`src/sv/tws_pkg.sv`:
```
package tws_pkg;

  localparam int WORD_W = 16;
  localparam int POS_W  = 8;
  localparam int STEP_W = 8;
  localparam int ACC_W  = 16;

  // position + step + accumulator fits in this many bits
  localparam int DIV_BITS = ACC_W + 1;
  localparam int CNT_W    = $clog2(DIV_BITS);

  localparam logic [1:0] ACT_LOAD   = 2'd0;
  localparam logic [1:0] ACT_STEP   = 2'd1;
  localparam logic [1:0] ACT_REWIND = 2'd2;

  localparam logic [1:0] CFG_ONE_SHOT      = 2'd0;
  localparam logic [1:0] CFG_TABLE_SIZE    = 2'd1;
  localparam logic [1:0] CFG_FINISHED_HOLD = 2'd2;

  typedef struct packed {
    logic accept;
    logic div_step;
    logic div_last;
    logic capture;
  } cmd_t;

  typedef struct packed {
    logic need_div;
  } stat_t;

endpackage

```
`src/sv/tws_ctrl.sv`:
```
module tws_ctrl (
  input  logic           clk,
  input  logic           rst,
  input  logic           in_valid,
  output logic           in_ready,
  output logic           out_valid,
  input  logic           out_ready,
  input  tws_pkg::stat_t stat,
  output tws_pkg::cmd_t  cmd
);
  import tws_pkg::*;

  localparam logic [1:0] S_IDLE = 2'd0;
  localparam logic [1:0] S_DIV  = 2'd1;
  localparam logic [1:0] S_READ = 2'd2;
  localparam logic [1:0] S_WAIT = 2'd3;

  logic [1:0]       state, state_next;
  logic [CNT_W-1:0] div_cnt, div_cnt_next;
  logic             out_valid_next;
  logic             div_done;

  assign in_ready = (state == S_IDLE);
  assign div_done = (div_cnt == CNT_W'(DIV_BITS - 1));

  always_comb begin
    state_next   = state;
    div_cnt_next = div_cnt;
    cmd          = '0;
    cmd.accept   = in_valid && in_ready;
    unique case (state)
      S_IDLE: begin
        if (cmd.accept) begin
          state_next   = stat.need_div ? S_DIV : S_READ;
          div_cnt_next = '0;
        end
      end
      S_DIV: begin
        cmd.div_step = 1'b1;
        cmd.div_last = div_done;
        div_cnt_next = div_cnt + CNT_W'(1);
        if (div_done) begin
          state_next = S_READ;
        end
      end
      S_READ: begin
        state_next = S_WAIT;
      end
      S_WAIT: begin
        // hold until the output register is free
        if (!out_valid || out_ready) begin
          cmd.capture = 1'b1;
          state_next  = S_IDLE;
        end
      end
      default: begin
        state_next = S_IDLE;
      end
    endcase
  end

  always_comb begin
    out_valid_next = out_valid;
    if (out_valid && out_ready) begin
      out_valid_next = 1'b0;
    end
    if (cmd.capture) begin
      out_valid_next = 1'b1;
    end
  end

  always_ff @(posedge clk) begin
    if (rst) begin
      state     <= S_IDLE;
      div_cnt   <= '0;
      out_valid <= 1'b0;
    end else begin
      state     <= state_next;
      div_cnt   <= div_cnt_next;
      out_valid <= out_valid_next;
    end
  end

endmodule

```
`config.mk`:
```
export PLATFORM = sky130hd
export DESIGN_NAME = tws_ctrl
export DESIGN_NICKNAME = d
export VERILOG_FILES = /design/src/sv/tws_pkg.sv /design/src/sv/tws_ctrl.sv
export SDC_FILE = /design/constraint.sdc
export NUM_CORES = 1
export LEC_CHECK = 0
export BUFFER_PORTS_ARGS = -buffer_cell sky130_fd_sc_hd__buf_2
export CORE_UTILIZATION = 36
export DETAILED_ROUTE_END_ITERATION = 10
export SLEW_MARGIN = 20
export SYNTH_ARGS = -nofsm -noshare
export SYNTH_HDL_FRONTEND = slang
export SYNTH_SLANG_ARGS = --single-unit
```
`constraint.sdc`:
```
create_clock -name clk -period 4.7 [get_ports clk]
set_clock_uncertainty 0.1 [all_clocks]
set_input_delay 1.41 -clock clk [delete_from_list [all_inputs] [get_ports clk]]
set_output_delay 1.41 -clock clk [all_outputs]
set_load 0.01 [all_outputs]
```
==> results.json, run 1 <==
{
  "gp_routability_congestion": 0.674,
  "synth.distinct_cells": 23,
  "wl_per_cell_um": 10.5,
  "cts.repair_timing.setup_buffer_count": 0,
  "drc": 0,
  "post-place-ws_ns": 1.31,
  "start_util_pct": 38.4,
  "boundaryPins": 11,
  "detail_route.iter0.violations": 12,
  "synthesis.nets": 70,
  "number_of_maximum_capacitance_violations": 0,
  "detailed_place.area_um2": 557,
  "vias_per_cell": 5.04,
  "average_cell_area_after_synthesis_um2": 8.46,
  "drive_gt1_share_pct": 21.4,
  "category_of_the_most_critical_setup_path": "primary input to output port",
  "timing.critical_path.cells": "buf_2 > nor2b_1 > nor2b_1 > buf_2",
  "clock_insertion_delay_worst_skew_ns": 0.25,
  "place_hpwl_um": 676,
  "io_buffers": 10,
  "drv_slew": 0,
  "grt_pass1_wl_um": 1540,
  "htree_levels": 1,
  "clk_root_buffer_cell": "clkbuf_4",
  "slew_headroom_pct": 64.6,
  "cts-resized-gates": 0,
  "antenna_left": 0,
  "grt_start_max_net_pins": 9,
  "wp_data_arrival_ns": 1.88,
  "outcome": "completed",
  "final.min_clock_period_ns": 3.39,
  "detail_route.wirelength_um": 895,
  "cts_sinks": 8,
  "finish.net_count": 83,
  "min_delay_path_class": "flop to flop",
  "synthesis.yosys.warnings": 0,
  "area_delta_synth_final_pct": 16.0,
  "core_area_um2": 1300,
  "diodes": 0,
  "synthesis.instances": 59,
  "antenna_found_initial": 0,
  "postSynthRegisterBits": 8,
  "mappedNetlistArea_um2": 499,
  "final_setup_violation_count": 0,
  "fin_area_um2": 579,
  "type_of_element_capturing_the_critical_path": "output port",
  "chipWidth_um": 39.2,
  "vias_in_the_first_global_route": 362,
  "post-route-period-util_pct": 72.1,
  "gr-total-overflow": 0,
  "clockBufferDepth": 2,
  "cts_hold_repair.buffers": 0,
  "fin_tns_setup_ns": 0,
  "cts.reportedPaths.clkPinSlew_ns": 0.05,
  "design.die.area_um2": 1540,
  "worst_setup_path_start_kind": "primary input",
  "max_clock_freq_ghz": 0.295,
  "critical-path-max-stage-delay_ns": 0.18,
  "die_h_um": 39.2,
  "largest_fanout_on_the_critical_path": 3,
  "cts_inserted_buffers": 3,
  "grt_setup_unrepaired": "no",
  "power_density_nw_per_um2": 413,
  "worstMarginPinSlew_ns": 0.517,
  "firstDrtPassIters": 4,
  "ys_seq_area_share_pct": 32.1,
  "cpMaxStageDelayCell": "nor2b_1",
  "grt_usage_pct": 15.0,
  "fin_worst_hold_slack_ns": 0.387,
  "finish.utilization_pct": 44.5,
  "power.ir.vdd_worst_mv": 0.200,
  "power.leakage_nw": 0.260,
  "required_ns": 3.19,
  "report.final.hold_viol_count": 0,
  "fin_ws_ns": 1.31,
  "detailroute.via_count": 428,
  "cts_tree": "yes",
  "row_count": 13
}
cell usage in the layout (no fill, tap or decap), drive strengths merged:
cell / synthesis / routed
o31ai: 1 / 1
clkbuf: 1 / 3
nand3: 2 / 2
inv: 7 / 7
nand2b: 1 / 1
buf: 1 / 10
and2: 1 / 1
ha: 6 / 6
nor2b: 2 / 2
a32oi: 1 / 1
a21oi: 5 / 5
nand2: 2 / 2
o21ai: 2 / 2
or2b: 2 / 2
dfxtp: 8 / 8
or4: 1 / 1
mux2i: 2 / 2
mux2: 2 / 2
a222oi: 1 / 1
a21o: 1 / 1
nand4bb: 1 / 1
or3: 2 / 2
nor2: 7 / 7
layout make-up:
class | instances | area (µm²)
Tap cell | 15 | 18.8
Fill cell | 138 | 722
Sequential cell | 8 | 160
Timing Repair Buffer | 10 | 50.0
Clock buffer | 3 | 22.5
Inverter | 7 | 26.3
Multi-Input combinational cell | 42 | 302
metrics by stage:
step	total power, W	instances
global placement	0.000188	82
CTS	0.000242	85
finish	0.000239	85
global route	0.000264	85
detailed placement	0.000188	82
floorplan	0.000163	59
critical path: cells and delay by family:
family,cells,cell delay (ns)
simple gates,2,0.24
buf+inv,2,0.23
registers in the layout, summed over array words and instances, names as in the netlist:
signal	cells
div_cnt	5
state	2
out_valid	1
kinds of logic after synthesis:
logic type	count (synthesis)	share of synthesized area [%]
AO/OA/AOI/OAI	11	13.8
adder cells (fa/ha/maj)	6	15.0
buffers and inverters	9	7.52
flip-flops	8	32.1
multiplexers	4	8.52
AND/OR/NAND/NOR	21	23.1
path summary, 6_finish.rpt:
check / to / cells past startpoint / slack (ns) / from
min: div_cnt[0]$_SDFFE_PP0P_ / 2 / 0.39 / div_cnt[0]$_SDFFE_PP0P_
max reg2reg: state[0]$_SDFFE_PP0P_ / 4 / 2.86 / state[0]$_SDFFE_PP0P_
max: cmd[0] / 4 / 1.31 / out_ready
min reg2reg: div_cnt[0]$_SDFFE_PP0P_ / 2 / 0.39 / div_cnt[0]$_SDFFE_PP0P_
routing by layer:
layer | GRT usage (%) | share of wire (%) | up-vias
met5 | 0 | 0 | -
met4 | 5.17 | 1.0 | 0
met3 | 6.94 | 6.8 | 2
met2 | 19.2 | 39 | 12
met1 | 21.4 | 53 | 187
li1 | - | - | 227
synth_stat cells (all sizes together):
library cell	number	share of area, %
nand3	2	2.0
or3	2	2.5
nor2	7	5.3
nor2b	2	2.5
clkbuf	1	0.75
ha	6	15
a21o	1	1.5
nand4bb	1	2.3
nand2b	1	1.3
mux2i	2	4.0
or2b	2	3.0
buf	1	1.5
nand2	2	1.5
mux2	2	4.5
a32oi	1	1.8
or4	1	1.5
a222oi	1	2.0
a21oi	5	5.0
and2	1	1.3
o31ai	1	1.5
dfxtp	8	32
inv	7	5.3
o21ai	2	2.0
where the power goes:
group | switching, W | internal [W]
clock | 0.0000228 | 0.0000292
combinational | 0.0000567 | 0.0000471
sequential | 0.00000696 | 0.0000763
No activity file was read; power rests on OpenSTA's default activity.
==> inputs of run 2 (changes only) <==
clock period = 3.2 ns   (was 4.7 ns; I/O delays follow)
==> results.json, run 2 (synthesis gave the netlist of run 1 again) <==
{
  "layout.cells.most_common": "buf_2",
  "type_of_element_capturing_the_critical_path": "output port",
  "power.share.switching_pct": 36.8,
  "row_count": 13,
  "drc": 0,
  "clk_root_buffer_cell": "clkbuf_4",
  "detailroute.via_count": 421,
  "power_density_nw_per_um2": 613,
  "clock_insertion_delay_worst_skew_ns": 0.26,
  "finish.net_count": 83,
  "met2_usage_in_global_routing_pct": 20.4,
  "area_delta_synth_final_pct": 16.0,
  "report.final.hold_viol_count": 0,
  "drive_gt1_share_pct": 21.4,
  "place_hpwl_um": 684,
  "final.min_clock_period_ns": 2.49,
  "timing.critical_path.buf_inv": 2,
  "largest_fanout_on_the_critical_path": 3,
  "die_h_um": 39.2,
  "final-instance-count-excl-fill": 85,
  "chipWidth_um": 39.2,
  "htree_levels": 1,
  "vias_in_the_first_global_route": 361,
  "finish.utilization_pct": 44.5,
  "cts-resized-gates": 0,
  "firstDrtPassIters": 4,
  "globalRoute.busiestLayer": "met1",
  "grt_setup_unrepaired": "no",
  "slew_headroom_pct": 63.0,
  "grt_pass1_wl_um": 1540,
  "design.die.area_um2": 1540,
  "cpMaxStageDelayCell": "nor2b_1",
  "power.leakage_nw": 0.260,
  "antenna_found_initial": 0,
  "boundaryPins": 11,
  "combPwrFrac_pct": 42.8,
  "top_register": "div_cnt",
  "fin_tns_setup_ns": 0,
  "vias_per_cell": 4.95,
  "grt_start_max_net_pins": 9,
  "path_delay_family": "simple AND/OR/NAND/NOR gates",
  "dpl.cell_count": 82,
  "seqPwrFrac_pct": 34.5,
  "detailed_place.area_um2": 557,
  "cts_hold_repair.buffers": 0,
  "worstMarginPinSlew_ns": 0.540,
  "worst_setup_path_start_kind": "primary input",
  "timing.critical_path.cells": "buf_2 > nor2b_1 > nor2b_1 > buf_2",
  "core_area_um2": 1300,
  "fraction_of_met3_tracks_used_by_global_routing_pct": 5.20,
  "detail_route.iter0.violations": 3,
  "internal_power_w": 0.000225,
  "clockBufferDepth": 2,
  "outcome": "completed",
  "grt_usage_pct": 15.9,
  "cts_inserted_buffers": 3,
  "gp_routability_congestion": 0.674,
  "biggestRegsByFlops": "div_cnt: 5 flops, state: 2 flops, out_valid: 1 flops",
  "cts_sinks": 8,
  "use_met1_pct": 21.7,
  "fin_area_um2": 579,
  "detail_route.wirelength_um": 923,
  "min_delay_path_class": "flop to flop",
  "post-route-period-util_pct": 78.0,
  "gr-total-overflow": 0,
  "power.ir.vdd_worst_mv": 0.210,
  "wp_data_arrival_ns": 1.43,
  "cts.reportedPaths.clkPinSlew_ns": 0.06,
  "antenna_left": 0,
  "cts.repair_timing.setup_buffer_count": 0,
  "required_ns": 2.14,
  "max_clock_freq_ghz": 0.401,
  "power_switching_w": 0.000131,
  "reg2reg_setup_slack_ns": 1.36,
  "clockPowerShare_pct": 22.8,
  "final_setup_violation_count": 0,
  "drv_slew": 0,
  "critical-path-max-stage-delay_ns": 0.18,
  "start_util_pct": 38.4,
  "category_of_the_most_critical_setup_path": "primary input to output port",
  "cts_tree": "yes",
  "largest_register_ffs": 5,
  "io_buffers": 10,
  "final_cell_mix": "buf_2, dfxtp_1, inv_1, nor2_1, ha_1",
  "diodes": 0,
  "number_of_maximum_capacitance_violations": 0,
  "wl_per_cell_um": 10.9
}
run 2: power groups by stage:
stage                     registers [W]  logic (W)  clock network [W]
after detailed placement       0.000124   0.000152                  0
after global placement         0.000123   0.000152                  0
final                          0.000122   0.000152          0.0000809
after global routing           0.000124   0.000174          0.0000914
after CTS                      0.000122   0.000153          0.0000846
after floorplan                0.000122   0.000117                  0
run 2: through the flow:
step	hold slack, ns	total power (W)	setup WS, ns
after global placement	0.374	0.000276	0.726
after CTS	0.392	0.000359	0.709
after detailed placement	0.382	0.000276	0.713
after floorplan	0.351	0.000240	0.835
final	0.390	0.000355	0.705
after global routing	0.424	0.000390	0.667
run 2: final timing paths:
kind / end / cells after the start / start
setup / recovery: cmd[0] / 4 / out_ready
hold / removal: div_cnt[4]$_SDFFE_PP0P_ / 2 / div_cnt[4]$_SDFFE_PP0P_
setup reg to reg: state[0]$_SDFFE_PP0P_ / 4 / state[1]$_SDFFE_PP0P_
hold reg to reg: div_cnt[4]$_SDFFE_PP0P_ / 2 / div_cnt[4]$_SDFFE_PP0P_
run 2: tightest hold or removal path, stage by stage (launching register included):
cell,delay (ns)
dfxtp_1,0.32
o31ai_1,0.06
a21oi_1,0.06
run 2: layout make-up:
class | instances | area (µm²)
fill | 135 | 722
multi-input combinational | 42 | 302
sequential | 8 | 160
timing repair buffer | 10 | 50.0
inverter | 7 | 26.3
clock buffer | 3 | 22.5
tap | 15 | 18.8
run 2: per-layer routing:
layer / up-vias / wire, µm
li1: 224 / -
met1: 179 / 465
met2: 16 / 382
met3: 2 / 70
met4: 0 / 5
met5: - / 0
